===== src/xbf_pkg.sv =====
// ----------------------------------------------------------------------------
// xbf_pkg
// Shared constants and types for the XMODEM block framer: header bytes,
// mode codes and the per-item result bundle passed to the output buffer.
// ----------------------------------------------------------------------------
`default_nettype none

package xbf_pkg;

   // framing bytes
   localparam logic [7:0] HDR_SOH  = 8'h01;
   localparam logic [7:0] HDR_STX  = 8'h02;
   localparam logic [7:0] EOT_BYTE = 8'h04;
   localparam logic [7:0] PAD_BYTE = 8'h1A;

   // CRC-16/XMODEM polynomial
   localparam logic [15:0] CRC_POLY = 16'h1021;

   // mode register codes
   localparam logic [1:0] MODE_SUM_128 = 2'd0;
   localparam logic [1:0] MODE_CRC_128 = 2'd1;
   localparam logic [1:0] MODE_CRC_1K  = 2'd2;

   // last payload position of a block
   localparam logic [9:0] LAST_POS_128 = 10'd127;
   localparam logic [9:0] LAST_POS_1K  = 10'd1023;

   // input command codes
   localparam logic CMD_PAYLOAD = 1'b0;
   localparam logic CMD_EOT     = 1'b1;

   // most result bytes one item can cause
   localparam int MAX_RESULTS = 4;
   localparam int IDX_W       = $clog2(MAX_RESULTS);

   // results of one item: bytes in send order from index 0,
   // index of the last byte, and end-of-frame flag for that last byte
   typedef struct packed {
      logic [MAX_RESULTS-1:0][7:0] bytes;
      logic [IDX_W-1:0]            last_idx;
      logic                        frame_end;
   } result_type;

endpackage

`default_nettype wire


===== src/xbf_framer.sv =====
// ----------------------------------------------------------------------------
// xbf_framer
// Block state (position, CRC, checksum, mode) and the single-pass logic that
// turns one accepted item into the list of framed bytes it causes.
// ----------------------------------------------------------------------------
`default_nettype none

module xbf_framer (
   input  wire logic                clock,
   input  wire logic                reset,
   input  wire logic                csr_valid,
   input  wire logic [1:0]          csr_wdata,
   input  wire logic                take,
   input  wire logic                command,
   input  wire logic [7:0]          data_byte,
   input  wire logic                byte_present,
   input  wire logic [7:0]          block_number,
   output xbf_pkg::result_type      result
);
   import xbf_pkg::*;

   // one byte of CRC-16/XMODEM, MSB first
   function automatic logic [15:0] crc_byte(input logic [15:0] crc,
                                            input logic [7:0]  b);
      logic [15:0] c;
      c = crc ^ {b, 8'h00};
      for (int i = 0; i < 8; i++) begin
         if (c[15]) begin
            c = {c[14:0], 1'b0} ^ CRC_POLY;
         end else begin
            c = {c[14:0], 1'b0};
         end
      end
      return c;
   endfunction

   logic [1:0]  mode_ff;
   logic [9:0]  position_ff, position_in;
   logic [15:0] crc_ff, crc_in;
   logic [7:0]  sum_ff, sum_in;

   logic        onek;
   logic        use_sum;
   logic [9:0]  last_pos;
   logic        first_pos;
   logic        last_hit;
   logic [7:0]  pay_byte;
   logic [15:0] crc_base;
   logic [7:0]  sum_base;
   logic [15:0] crc_new;
   logic [7:0]  sum_new;

   // mode register; the user must write it only while idle, the block does not enforce it
   always_ff @(posedge clock) begin
      if (reset) begin
         mode_ff <= MODE_CRC_128;
      end else if (csr_valid) begin
         mode_ff <= csr_wdata;
      end
   end

   // mode decode: bit 1 picks 1K blocks, only mode 0 uses the checksum
   assign onek     = mode_ff[1];
   assign use_sum  = (mode_ff == MODE_SUM_128);
   assign last_pos = onek ? LAST_POS_1K : LAST_POS_128;

   // payload byte and running checks; a new block starts from zero
   assign first_pos = (position_ff == 10'd0);
   assign last_hit  = (position_ff >= last_pos);
   assign pay_byte  = byte_present ? data_byte : PAD_BYTE;
   assign crc_base  = first_pos ? 16'h0000 : crc_ff;
   assign sum_base  = first_pos ? 8'h00 : sum_ff;
   assign crc_new   = crc_byte(crc_base, pay_byte);
   assign sum_new   = sum_base + pay_byte;

   // build the result list and the next block state
   always_comb begin
      result      = '0;
      position_in = position_ff;
      crc_in      = crc_ff;
      sum_in      = sum_ff;
      if (command == CMD_EOT) begin
         result.bytes[0]  = EOT_BYTE;
         result.last_idx  = IDX_W'(0);
         result.frame_end = 1'b1;
         position_in      = 10'd0;
         crc_in           = 16'h0000;
         sum_in           = 8'h00;
      end else begin
         crc_in = crc_new;
         sum_in = sum_new;
         if (first_pos) begin
            result.bytes[0] = onek ? HDR_STX : HDR_SOH;
            result.bytes[1] = block_number;
            result.bytes[2] = ~block_number;
            result.bytes[3] = pay_byte;
            result.last_idx = IDX_W'(3);
         end else begin
            result.bytes[0] = pay_byte;
            result.last_idx = IDX_W'(0);
            if (last_hit) begin
               result.frame_end = 1'b1;
               if (use_sum) begin
                  result.bytes[1] = sum_new;
                  result.last_idx = IDX_W'(1);
               end else begin
                  result.bytes[1] = crc_new[15:8];
                  result.bytes[2] = crc_new[7:0];
                  result.last_idx = IDX_W'(2);
               end
            end
         end
         // position zero is never the last one (blocks are 128 or more)
         position_in = last_hit ? 10'd0 : 10'(position_ff + 10'd1);
      end
   end

   // block state registers
   always_ff @(posedge clock) begin
      if (reset) begin
         position_ff <= 10'd0;
         crc_ff      <= 16'h0000;
         sum_ff      <= 8'h00;
      end else if (take) begin
         position_ff <= position_in;
         crc_ff      <= crc_in;
         sum_ff      <= sum_in;
      end
   end

   // header item always carries four bytes
   a_header_len: assert property (@(posedge clock) disable iff (reset)
      (take && command == CMD_PAYLOAD && first_pos) |-> (result.last_idx == IDX_W'(3)))
      else $error("header item without four bytes");

   // EOT clears the block state
   a_eot_clear: assert property (@(posedge clock) disable iff (reset)
      (take && command == CMD_EOT) |=> (position_ff == 10'd0 && crc_ff == 16'h0000
                                         && sum_ff == 8'h00))
      else $error("block state not cleared after EOT");

   // a check is emitted exactly when position wraps to zero on payload
   a_wrap_check: assert property (@(posedge clock) disable iff (reset)
      (take && command == CMD_PAYLOAD) |-> (result.frame_end == (position_in == 10'd0)))
      else $error("frame end disagrees with position wrap");

endmodule

`default_nettype wire


===== src/xbf_out_buffer.sv =====
// ----------------------------------------------------------------------------
// xbf_out_buffer
// Result register: holds the bytes of one item and shifts them out one per
// handshake. Reloads in the same cycle its final byte is taken.
// ----------------------------------------------------------------------------
`default_nettype none

module xbf_out_buffer (
   input  wire logic                clock,
   input  wire logic                reset,
   input  wire logic                load,
   input  xbf_pkg::result_type      load_data,
   output logic                     can_load,
   output logic                     rsp_tvalid,
   input  wire logic                rsp_tready,
   output logic [7:0]               rsp_tdata,
   output logic                     rsp_tlast,
   output logic                     rsp_tuser
);
   import xbf_pkg::*;

   logic                        valid_ff, valid_in;
   logic [MAX_RESULTS-1:0][7:0] bytes_ff, bytes_in;
   logic [IDX_W-1:0]            remain_ff, remain_in;
   logic                        fend_ff, fend_in;
   logic                        pop;
   logic                        final_byte;

   assign pop        = valid_ff && rsp_tready;
   assign final_byte = (remain_ff == IDX_W'(0));
   assign can_load   = !valid_ff || (pop && final_byte);

   // next buffer contents: load, shift by one byte, or hold
   always_comb begin
      valid_in  = valid_ff;
      bytes_in  = bytes_ff;
      remain_in = remain_ff;
      fend_in   = fend_ff;
      if (load) begin
         valid_in  = 1'b1;
         bytes_in  = load_data.bytes;
         remain_in = load_data.last_idx;
         fend_in   = load_data.frame_end;
      end else if (pop) begin
         valid_in  = !final_byte;
         bytes_in  = {8'h00, bytes_ff[MAX_RESULTS-1:1]};
         remain_in = IDX_W'(remain_ff - IDX_W'(1));
      end
   end

   // control state
   always_ff @(posedge clock) begin
      if (reset) begin
         valid_ff <= 1'b0;
      end else begin
         valid_ff <= valid_in;
      end
   end

   // payload
   always_ff @(posedge clock) begin
      bytes_ff  <= bytes_in;
      remain_ff <= remain_in;
      fend_ff   <= fend_in;
   end

   assign rsp_tvalid = valid_ff;
   assign rsp_tdata  = bytes_ff[0];
   assign rsp_tlast  = final_byte;
   assign rsp_tuser  = final_byte && fend_ff;

   // never overwrite bytes still waiting
   a_no_overwrite: assert property (@(posedge clock) disable iff (reset)
      load |-> (!valid_ff || (pop && final_byte)))
      else $error("result buffer overwritten");

   // a taken byte that is not the final one leaves more to send
   a_more_left: assert property (@(posedge clock) disable iff (reset)
      (pop && !final_byte && !load) |=> (valid_ff && remain_ff == $past(remain_ff) - IDX_W'(1)))
      else $error("result bytes lost");

   // idle buffer after its final byte unless reloaded
   a_drain: assert property (@(posedge clock) disable iff (reset)
      (pop && final_byte && !load) |=> !valid_ff)
      else $error("result repeated after final byte");

endmodule

`default_nettype wire


===== src/xmodem_block_framer_unit.sv =====
// Latency: first result byte is offered the cycle after its item is accepted.
// Throughput: an item occupies the result register until each byte it causes
// (1 to 4) is taken; the next item is taken in the cycle the last byte leaves,
// so the output register, one byte per cycle while rsp_tready holds, sets the rate.
// Reset: synchronous; clears block position and checks, sets mode to 1.
// ----------------------------------------------------------------------------
// xmodem_block_framer_unit
// XMODEM sender framer: header, block number, padded payload and
// checksum or CRC-16 trailer, plus EOT, emitted as a byte stream.
// ----------------------------------------------------------------------------
`default_nettype none

module xmodem_block_framer_unit (
   input  wire logic        clock,
   input  wire logic        reset,
   // configuration: mode
   input  wire logic        csr_valid,
   output logic             csr_ready,
   input  wire logic [1:0]  csr_wdata,   // [1:0] mode
   // input items
   input  wire logic        req_tvalid,
   output logic             req_tready,
   input  wire logic [23:0] req_tdata,   // [7:0] data_byte, [8] byte_present,
                                         // [16:9] block_number, [23:17] zero
   input  wire logic        req_tuser,   // [0] command
   // result items
   output logic             rsp_tvalid,
   input  wire logic        rsp_tready,
   output logic [7:0]       rsp_tdata,   // [7:0] out_byte
   output logic             rsp_tlast,   // run_last
   output logic             rsp_tuser    // [0] frame_end
);
   import xbf_pkg::*;

   logic       take;
   logic       can_load;
   result_type result;

   assign csr_ready  = 1'b1;
   assign req_tready = can_load;
   assign take       = req_tvalid && can_load;

   // item to result list
   xbf_framer u_framer (
      .clock        (clock),
      .reset        (reset),
      .csr_valid    (csr_valid),
      .csr_wdata    (csr_wdata),
      .take         (take),
      .command      (req_tuser),
      .data_byte    (req_tdata[7:0]),
      .byte_present (req_tdata[8]),
      .block_number (req_tdata[16:9]),
      .result       (result)
   );

   // result register and byte serializer
   xbf_out_buffer u_out (
      .clock      (clock),
      .reset      (reset),
      .load       (take),
      .load_data  (result),
      .can_load   (can_load),
      .rsp_tvalid (rsp_tvalid),
      .rsp_tready (rsp_tready),
      .rsp_tdata  (rsp_tdata),
      .rsp_tlast  (rsp_tlast),
      .rsp_tuser  (rsp_tuser)
   );

endmodule

`default_nettype wire


===== config.mk =====
export PLATFORM = sky130hd
export DESIGN_NAME = xmodem_block_framer_unit
export DESIGN_NICKNAME = d
export VERILOG_FILES = /design/src/xbf_pkg.sv /design/src/xbf_framer.sv /design/src/xbf_out_buffer.sv /design/src/xmodem_block_framer_unit.sv
export SDC_FILE = /design/constraint.sdc
export NUM_CORES = 1
export LEC_CHECK = 0
export BUFFER_PORTS_ARGS = -buffer_cell sky130_fd_sc_hd__buf_2
export CAP_MARGIN = 20
export CORE_MARGIN = 1.5
export CORE_UTILIZATION = 61
export DETAILED_ROUTE_END_ITERATION = 16
export GPL_TIMING_DRIVEN = 0
export HOLD_SLACK_MARGIN = 0.15
export PLACE_DENSITY = 0.82
export SYNTH_ARGS = -nofsm -noshare
export SYNTH_HDL_FRONTEND = slang
export SYNTH_SLANG_ARGS = --single-unit

===== constraint.sdc =====
create_clock -name clock -period 6.7 [get_ports clock]
set_clock_uncertainty 0.2 [all_clocks]
set_input_delay 0.67 -clock clock [delete_from_list [all_inputs] [get_ports clock]]
set_output_delay 0.67 -clock clock [all_outputs]
set_load 0.005 [all_outputs]

==> flow_summary.yaml, run 1 <==
die:
  coreArea_sq_mm: 0.00683
  row_count: 30
  dieArea_sq_mm: 0.00761
  fp.dieW_um: 87.3
  start_util: 0.634
  ios: 45
  die_h_um: 87.3
timing:
  setup_slack_ns: 2.52
  tightest_slew_ns: 0.890
  rsz0062_at_grt: "no"
  final-hold-violation-count: 0
  maxSlewHeadroom: 0.405
  period_share: 0.624
  max_freq_mhz: 239
  min_period_ns: 4.18
  finalMaxSlewViolations: 0
  setup_viol: 0
  setup_tns_ns: 0
yosys:
  synthCells: 461
  ys_seq_area_frac: 0.414
  synth_edf_count: 35
  synthFlopType: "dfxtp_1"
  async_flop_share: 0
  synthesis.nets: 507
  synthesis.area_sq_mm: 0.00433
  synth.area.mux_share: 0.0199
  synthSimpleGateAreaFrac: 0.160
  synth_top_cell_by_area: "edfxtp_1"
  synth_compound_area_frac: 0.193
  synth_top_family_by_area: "compound AO/OA/AOI/OAI gates"
  yosys-top-cells-area: "edfxtp_1, dfxtp_1, xnor2_1, ha_1, nor2_1"
  synthXorXnorAreaFrac: 0.109
  synthAdderAreaFrac: 0.0422
  netlist.area_leader.share: 0.243
  ys_seq_elements: 72
  yosysWarnings: 0
  avgSynthCellArea_sq_um: 9.39
  ys_types: 56
route:
  drc_errors: 0
  routed_wirelength_um: 11700
  wl_per_cell_um: 19.2
  vias: 3803
  viasPerCell: 6.23
  drt_first_pass_iters: 6
  antenna_left: 0
  drt_iter0_drc: 427
power_and_ir_drop:
  leakage_nw: 1.98
  total_power_w: 0.00114
  ir_worst_vdd_uv: 131
  cellPowerDensity_mw_per_mm2: 234
cts:
  cts_setup_buffers: 0
  clk_pin_slew_ns: 0.08
  cts-buffers-inserted: 9
  cts_tree: "yes"
  clk_latency_ns: 0.36
  root_buffer: "clkbuf_8"
  cts_resized: 0
  hold_buffers: 0
  cts_buffer_depth: 2
  h-tree-depth: 3
  cts_sinks: 72
final_layout:
  drive_gt1_frac: 0.152
  nFillCells: 538
  area_growth_pct: 13.0
  nNetsFinal: 555
  final_util: 0.716
  layout_common_cells: "nor2_1, nand2_1, buf_2, dfxtp_1, edfxtp_1"
  diodes: 0
  mostFrequentLayoutCell: "nor2_1"
run_status:
  status: "completed"
global_route:
  grt_max_degree: 31
  grt.total_usage: 0.326
  gr-total-overflow: 0
  antenna_found_initial: 0
  grt_pass1_wl_um: 18400
  grt_pass1_vias: 3538
worst_hold_path:
  hold_path_class: "reg2reg"
place:
  io_buffer_count: 36
  dp_hpwl_um: 8320
  place_ws_ns: 2.67
  gp_congestion: 0.982
setup_path:
  cp-end-kind: "flop"
  critical_path_class: "reg2reg"
  cp_max_fo: 10
  arrival_ns: 4.09
  regToRegSetupSlack_ns: 2.52
  worst_setup_path_start_kind: "flop"
  required_ns: 6.61
run:
  timing.max_cap.violations: 0
-- cell families after synthesis --
logic type               after synthesis
other                                  1
multiplexers                           8
buffers and inverters                 58
XOR/XNOR                              43
flip-flops                            72
adder cells (fa/ha/maj)               14
AND/OR/NAND/NOR                      142
AO/OA/AOI/OAI                        123
-- layer usage --
metal,vias up,part of all wire,track usage
li1,1757,-,-
met1,1786,0.40,0.428
met2,226,0.48,0.540
met3,34,0.093,0.0559
met4,0,0.027,0.124
met5,-,0,0
-- final timing paths --
kind,startpoint,end,cells after the start
min reg2reg,u_framer.sum_ff[4],u_framer.sum_ff[4],2
max reg2reg,u_framer.position_ff[0],u_out.bytes_ff[14],15
min,u_framer.sum_ff[4],u_framer.sum_ff[4],2
max,u_framer.position_ff[0],u_out.bytes_ff[14],15
-- flip-flops by register name (all words and copies together) (netlist names), 2 cells and up --
register,flops
u_framer.mode_ff,2
u_out.remain_ff,2
u_out.rsp_tdata,8
u_out.bytes_ff,24
u_framer.position_ff,10
u_framer.crc_ff,16
u_framer.sum_ff,8
-- stage by stage --
stage | instances | instance area [sq um] | hold slack, ns
final | 610 | 4890 | 0.259
after global routing | 610 | 4890 | 0.289
after CTS | 610 | 4890 | 0.257
after detailed placement | 594 | 4660 | 0.246
after global placement | 593 | 4630 | 0.240
after floorplan | 461 | 4330 | 0.232
-- cells in the mapped netlist, types with 7 or more instances --
| cell type | number |
|---|---|
| nor2_1 | 43 |
| nand2_1 | 40 |
| dfxtp_1 | 37 |
| edfxtp_1 | 35 |
| a21oi_1 | 27 |
| xnor2_1 | 23 |
| clkbuf_1 | 20 |
| inv_1 | 20 |
| a22oi_1 | 19 |
| o21ai_1 | 14 |
| a31oi_1 | 13 |
| ha_1 | 13 |
| xor2_1 | 13 |
| buf_4 | 11 |
| and2_1 | 10 |
| nand3_1 | 10 |
| and3_1 | 7 |
| nor3_1 | 7 |
| o31ai_1 | 7 |
| xnor3_1 | 7 |
-- critical path: stages, from the launching register on --
cell and delay (ns):
dfxtp_1 0.39, inv_1 0.06, ha_1 0.20, nor4b_4 0.16, nand3_1 0.17, clkbuf_1 0.46, clkbuf_1 0.52, and2_1 0.21
ha_1 0.20, inv_1 0.07, fa_1 0.40, nor2b_1 0.22, o31a_1 0.18, o311ai_1 0.16, mux2i_1 0.22, o21ai_1 0.08
-- power by group --
group	total [W]	switching, W	internal, W
Sequential	0.000513	0.0000128	0.000500
Clock	0.000403	0.000182	0.000221
Combinational	0.000228	0.000138	0.0000901
Total	0.00114	0.000332	0.000811
-- layout make-up --
type                            instances  area (sq um)  area share
Clock buffer                           10           138      0.0281
Sequential cell                        72          1790       0.366
Clock inverter                          6          92.6      0.0189
Tap cell                               96           120      0.0246
Inverter                               22          82.6      0.0169
Buffer                                 36           181      0.0371
Timing Repair Buffer                   37           200      0.0409
Multi-Input combinational cell        331          2290       0.467
Note: power is estimated with default switching activity, not from simulation.
==> inputs of run 2 (changes only) <==
Settings changed: ABC_AREA from default to 1, CORE_UTILIZATION 61 to 54, PLACE_DENSITY 0.82 to 0.77.
Clock period 6.7 ns to 3.7 ns, I/O delays scaled along.
==> run 2 against run 1 <==
- hold slack worse by 0.064 ns
- clock power up 63%
- setup slack worse by 2.2 ns
- core utilization down 7.5 points
- synthesized cell count up 31%
- routed wire length down 2.0%
- final area up 2.3%
- clock-buffer cell count down 1
- register-to-register slack worse by 2.2 ns
- critical path depth up 5
- critical path type unchanged
==> flow_summary.yaml, run 2 <==
setup_path:
  required_ns: 3.62
  cp-end-kind: "flop"
  crit_slowest_cell: "fa_1"
  worstPathCellList: "inv_1 -> ha_1 -> nand3_2 -> nor2_4 -> clkbuf_4 -> nor2_1 -> ha_1 -> inv_1 -> fa_1 -> o21ai_1 -> nand2_1 -> nand2_1 -> a21oi_1 -> xnor2_1 -> nand2_1 -> nand2_1 -> nand2_1 -> nand2_1 -> nand2_1 -> nand2_1"
  arrival_ns: 3.31
  worst_setup_path_start_kind: "flop"
  worst-path-buf-inv: 3
  critical_path_class: "reg2reg"
  path_delay_family: "simple AND/OR/NAND/NOR gates"
  slowest_delay_ns: 0.40
  cp_max_fo: 19
  path_common_cell: "nand2_1"
timing:
  max_freq_mhz: 295
  tightest_slew_ns: 0.704
  holdWs_ns: 0.195
  min_period_ns: 3.40
  maxSlewHeadroom: 0.529
  setup_viol: 0
  finalMaxSlewViolations: 0
  final-hold-violation-count: 0
  rsz0062_at_grt: "no"
  period_share: 0.918
  setup_tns_ns: 0
final_layout:
  top_register: "u_out.bytes_ff"
  mostFrequentLayoutCell: "nand2_1"
  area_growth_pct: 14.1
  drive_gt1_frac: 0.177
  nNetsFinal: 703
  largest_reg_flops: 24
  layout_common_cells: "nand2_1, inv_1, buf_2, a21oi_1, dfxtp_1"
  largest_registers: "u_out.bytes_ff: 24 flops, u_framer.crc_ff: 16 flops, u_framer.position_ff: 10 flops"
  diodes: 0
power_and_ir_drop:
  ir_worst_vdd_uv: 194
  leakage_nw: 2.27
  cellPowerDensity_mw_per_mm2: 385
yosys:
  yosysWarnings: 0
  ys_seq_area_frac: 0.409
  synthFlopType: "dfxtp_1"
  yosys-top-cells-area: "edfxtp_1, nand2_1, dfxtp_1, inv_1, a21oi_1"
  netlist.area_leader.share: 0.240
  synth.most_common_cell: "nand2_1"
  synthesis.area_sq_mm: 0.00439
  async_flop_share: 0
  synth_top_cell_by_area: "edfxtp_1"
  ys_seq_elements: 72
  avgSynthCellArea_sq_um: 7.27
  synth_edf_count: 35
  ys_types: 41
  synthCells: 603
  synthesis.nets: 649
  synth_common_cells: "nand2_1, inv_1, a21oi_1, dfxtp_1, nor2_1"
global_route:
  grt_pass1_vias: 3913
  gr-total-overflow: 0
  grt.total_usage: 0.280
  grt_max_degree: 25
  antenna_found_initial: 0
  grt_pass1_wl_um: 18600
route:
  drc_errors: 0
  antenna_left: 0
  drt_iter0_drc: 361
  wl_per_cell_um: 15.0
  routed_wirelength_um: 11500
  viasPerCell: 5.48
  drt_first_pass_iters: 6
  vias: 4188
run:
  timing.max_cap.violations: 0
die:
  dieArea_sq_mm: 0.00867
  fp.dieW_um: 93.1
  row_count: 32
  ios: 45
  start_util: 0.562
  coreArea_sq_mm: 0.00781
  die_h_um: 93.1
cts:
  cts-buffers-inserted: 9
  cts_buffer_depth: 2
  cts_sinks: 72
  cts_tree: "yes"
  clk_latency_ns: 0.36
  clk_pin_slew_ns: 0.08
  h-tree-depth: 3
  cts_setup_buffers: 0
  root_buffer: "clkbuf_8"
run_status:
  status: "completed"
worst_hold_path:
  hold_path_class: "in2reg"
place:
  gp_congestion: 0.925
  dp_hpwl_um: 8550
  io_buffer_count: 36
-- run 2: changes by cell type in the layout (fill, tap and decap cells not counted), moves of 11 or more --
cell      delta
nand2_2     +11
xnor2_1     -21
o21ai_0     +11
inv_1       +45
o21ai_1     -13
nand2_1    +175
nand3_1     +24
clkbuf_1    -16
a22oi_1     -18
a31oi_1     -11
-- run 2: worst paths after layout --
check                                  to                     from  slack [ns]  cells past startpoint
setup reg to reg       u_out.bytes_ff[14]  u_framer.position_ff[0]        0.30                     20
hold / removal         u_out.bytes_ff[28]             req_tdata[4]        0.20                      3
setup / recovery       u_out.bytes_ff[14]  u_framer.position_ff[0]        0.30                     20
hold reg to reg   u_framer.position_ff[3]  u_framer.position_ff[3]        0.27                      2
-- run 2: final cells by class --
class / instances / area, sq um
inverter: 75 / 282
tap: 102 / 128
timing repair buffer: 44 / 278
multi-input combinational: 430 / 2170
clock inverter: 7 / 78.8
buffer: 25 / 153
sequential: 72 / 1790
fill: 700 / 2800
clock buffer: 9 / 124
-- run 2: what timing repair did --
item | in CTS | in global routing
gates resized for setup | 0 | 2
gates cloned | 0 | 0
hold buffers | 7 | 0
setup endpoints to repair | 1 | 2
hold endpoints to repair | 4 | 0
-- run 2: worst reg2reg max path: cells and delay by family, from the launching register on --
family / cells / cell delay [ns]
simple gates: 11 / 0.96
xor+xnor: 1 / 0.16
fa+ha+maj: 3 / 0.80
compound gates: 2 / 0.31
buf+inv: 3 / 0.39
flops: 1 / 0.35
-- run 2: stage by stage --
stage,setup WS [ns],instance area [sq um],instances,util,total power [W]
CTS,0.200,5000,764,0.641,0.00192
finish,0.305,5000,764,0.641,0.00193
global route,0.0331,5000,764,0.641,0.00200
detailed placement,-0.0517,4730,742,0.606,0.00128
floorplan,0.169,4390,603,-,0.00117
global placement,-0.861,4690,741,0.601,0.00126
-- run 2: cell families after synthesis --
| logic type | after synthesis | share of synthesized area |
|---|---|---|
| simple gates | 329 | 0.325 |
| buf+inv | 101 | 0.0993 |
| fa+ha+maj | 14 | 0.0417 |
| compound gates | 73 | 0.0956 |
| other cells | 1 | 0.000855 |
| flops | 72 | 0.409 |
| xor+xnor | 13 | 0.0294 |
-- run 2: power breakdown --
part | switching (W) | internal, W
clock | 0.000338 | 0.000317
combinational | 0.000221 | 0.000124
sequential | 0.0000222 | 0.000903
total | 0.000582 | 0.00134
-- run 2: metal layers --
metal | track usage | share of wire
met5 | 0 | 0
met4 | 0.112 | 0.026
met3 | 0.0447 | 0.073
met2 | 0.476 | 0.48
met1 | 0.354 | 0.42
==> inputs of run 3 (changes only) <==
Settings changed: SYNTH_HIERARCHICAL from default to 1.
==> run 3 against run 2 <==
- sequential cell count is the same
- hold slack better by 0.022 ns
- first-iteration DRC count is 16% lower
- final area up 5.1%
- synthesized cell count grew 9.6%
- register-to-register slack worse by 0.13 ns
- setup slack worse by 0.13 ns
- combinational power is 17% higher
- clock power increased by 7.6%
- clock-buffer cell count rose by 1
- maximum frequency decreased by 3.8%
- critical path type unchanged
- critical endpoint is now u_out/bytes_ff[14]
==> flow_summary.yaml, run 3 <==
run_status:
  status: "completed"
final_layout:
  largest_registers: "u_out/bytes_ff: 24 flops, u_framer/crc_ff: 16 flops, u_framer/position_ff: 10 flops"
  top_register: "u_out/bytes_ff"
  final_util: 0.637
  largest_reg_flops: 24
  regArea_sq_mm: 0.00179
  nNetsFinal: 762
  nFillCells: 733
  area_growth_pct: 13.7
  layout_common_cells: "nand2_1, inv_1, nor2_1, a21oi_1, nand3_1"
  drive_gt1_frac: 0.155
  mostFrequentLayoutCell: "nand2_1"
  diodes: 0
  multi_input_area_sq_mm: 0.00235
cts:
  clk_pin_slew_ns: 0.09
  cts_tree: "yes"
  cts-buffers-inserted: 9
  cts_sinks: 72
  h-tree-depth: 3
  root_buffer: "clkbuf_8"
  clk_latency_ns: 0.36
  cts_buffer_depth: 2
die:
  dieArea_sq_mm: 0.00913
  row_count: 33
  die_h_um: 95.5
  start_util: 0.560
  ios: 45
  fp.dieW_um: 95.5
  coreArea_sq_mm: 0.00826
global_route:
  grt_pass1_wl_um: 19200
  antenna_found_initial: 0
  grt_pass1_vias: 4191
  grt.total_usage: 0.273
  grt_max_degree: 24
  gr-total-overflow: 0
timing:
  period_share: 0.954
  finalMaxSlewViolations: 0
  max_freq_mhz: 283
  maxSlewHeadroom: 0.582
  setup_tns_ns: 0
  min_period_ns: 3.53
  setup_viol: 0
  holdWs_ns: 0.217
  final-hold-violation-count: 0
  rsz0062_at_grt: "no"
  tightest_slew_ns: 0.624
yosys:
  yosysWarnings: 6
  synthesis.area_sq_mm: 0.00462
  netlist.area_leader.share: 0.227
  synthesis.nets: 707
  synth_top_cell_by_area: "edfxtp_1"
  ys_seq_area_frac: 0.388
  async_flop_share: 0
  ys_seq_elements: 72
  ys_types: 38
  synth_common_cells: "nand2_1, inv_1, nor2_1, a21oi_1, nand3_1"
  synthCells: 661
  synth.most_common_cell: "nand2_1"
  synth_edf_count: 35
  yosys-top-cells-area: "edfxtp_1, nand2_1, dfxtp_1, inv_1, nor2_1"
  avgSynthCellArea_sq_um: 6.99
  synthFlopType: "dfxtp_1"
power_and_ir_drop:
  cellPowerDensity_mw_per_mm2: 390
  leakage_nw: 2.50
  ir_worst_vdd_uv: 203
setup_path:
  required_ns: 3.73
  reg2reg_depth: 21
  critical_path_class: "reg2reg"
  r2r-end: "u_out/bytes_ff[14]"
  cp_max_fo: 10
  cp-end-kind: "flop"
  worst_setup_path_start_kind: "flop"
  reg2reg_from: "u_framer/position_ff[0]"
  regToRegSetupSlack_ns: 0.17
  arrival_ns: 3.56
  startpoint: "u_framer/position_ff[0]"
route:
  vias: 4447
  drc_errors: 0
  drt_iter0_drc: 302
  antenna_left: 0
  drt_first_pass_iters: 5
  viasPerCell: 5.38
  routed_wirelength_um: 11800
  wl_per_cell_um: 14.3
place:
  io_buffer_count: 35
  dp_hpwl_um: 8770
  gp_congestion: 0.889
run:
  timing.max_cap.violations: 0
worst_hold_path:
  hp-start: "req_tvalid"
  whs_endpoint: "u_out/fend_ff"
  hold_path_class: "in2reg"
  min_path_cells: 3
==> run 3: cell count changes in the layout (fill, tap and decap cells not counted), moves of 6 or more <==
cell      previous run  this run
a21oi_1             37        43
buf_2               44        37
buf_6                1         7
clkbuf_1             4        11
inv_2               10         3
nand2_1            215       250
nand2_2             11        20
nand3_1             34        41
nor2_1              36        58
nor2_2               7         1
==> run 3: worst max path at each step <==
stage | end | slack (ns) | cells past startpoint
after global placement | u_out/bytes_ff[14] | 0.24 | 21
after detailed placement | u_out/bytes_ff[14] | 0.14 | 21
after CTS | u_out/bytes_ff[14] | 0.11 | 21
final | u_out/bytes_ff[14] | 0.17 | 21
after global routing | u_out/bytes_ff[14] | 0.03 | 21
after floorplan | u_out/bytes_ff[14] | 0.63 | 21
==> run 3: cell families after synthesis <==
| kind of cell | Yosys count | share of synthesized area |
|---|---|---|
| and+or+nand+nor | 391 | 0.364 |
| other | 1 | 0.000811 |
| AOI/OAI and AO/OA | 67 | 0.0763 |
| xor gates and xnor gates | 14 | 0.0265 |
| DFF | 72 | 0.388 |
| adders and majority gates | 14 | 0.0395 |
| buffers and inverters | 102 | 0.105 |
==> run 3: report_power, final <==
part,leakage [nW],switching (W),internal [W],total (W)
Combinational,1.74,0.000256,0.000149,0.000405
Clock,0.107,0.000321,0.000384,0.000705
Sequential,0.653,0.0000244,0.000919,0.000944
==> run 3: worst max-delay path, cell delays in order (launching register included) <==
cell and delay, ns:
dfxtp_1 0.40, inv_1 0.10, ha_1 0.22, nand2_2 0.11, nor2_4 0.06, clkbuf_4 0.19, buf_2 0.22, nor2_1 0.11
ha_1 0.17, inv_1 0.05, fa_1 0.40, o21ai_1 0.24, nand2_1 0.07, nand2_1 0.07, a21oi_1 0.08, xnor2_1 0.22
nand2_1 0.13, nand2_1 0.10, nand2_1 0.06, nand2_1 0.08, nand2_1 0.06, nand2_1 0.07
==> run 3: repair_timing <==
action                                 4_1_cts  5_1_grt
resized for setup                            0        2
setup endpoints to repair                    0        4
endpoints found under the hold margin        3        0
hold buffers                                 7        0
buffers inserted                             0        1
==> run 3: layout make-up <==
type                       count  area share
multi-input combinational    487       0.446
clock buffer                  10      0.0243
buffer                        31      0.0412
tap                          105      0.0250
inverter                      71      0.0516
clock inverter                 6      0.0178
sequential                    72       0.341
timing repair buffer          44      0.0533
==> run 3: layer usage <==
layer | up-vias | share of wire | GRT usage
met2 | 190 | 0.48 | 0.474
met1 | 2031 | 0.42 | 0.327
met3 | 37 | 0.074 | 0.0423
li1 | 2189 | - | -
met4 | 0 | 0.027 | 0.129
met5 | - | 0 | 0
==> run 3: stage by stage <==
| stage | area (sq um) | total power, W | worst slack (ns) | instances |
|---|---|---|---|---|
| after floorplan | 4620 | 0.00123 | 0.629 | 661 |
| after global placement | 4930 | 0.00133 | 0.236 | 801 |
| after detailed placement | 4960 | 0.00135 | 0.140 | 802 |
| after CTS | 5250 | 0.00206 | 0.108 | 825 |
| after global routing | 5260 | 0.00215 | 0.0342 | 826 |
| final | 5260 | 0.00205 | 0.170 | 826 |
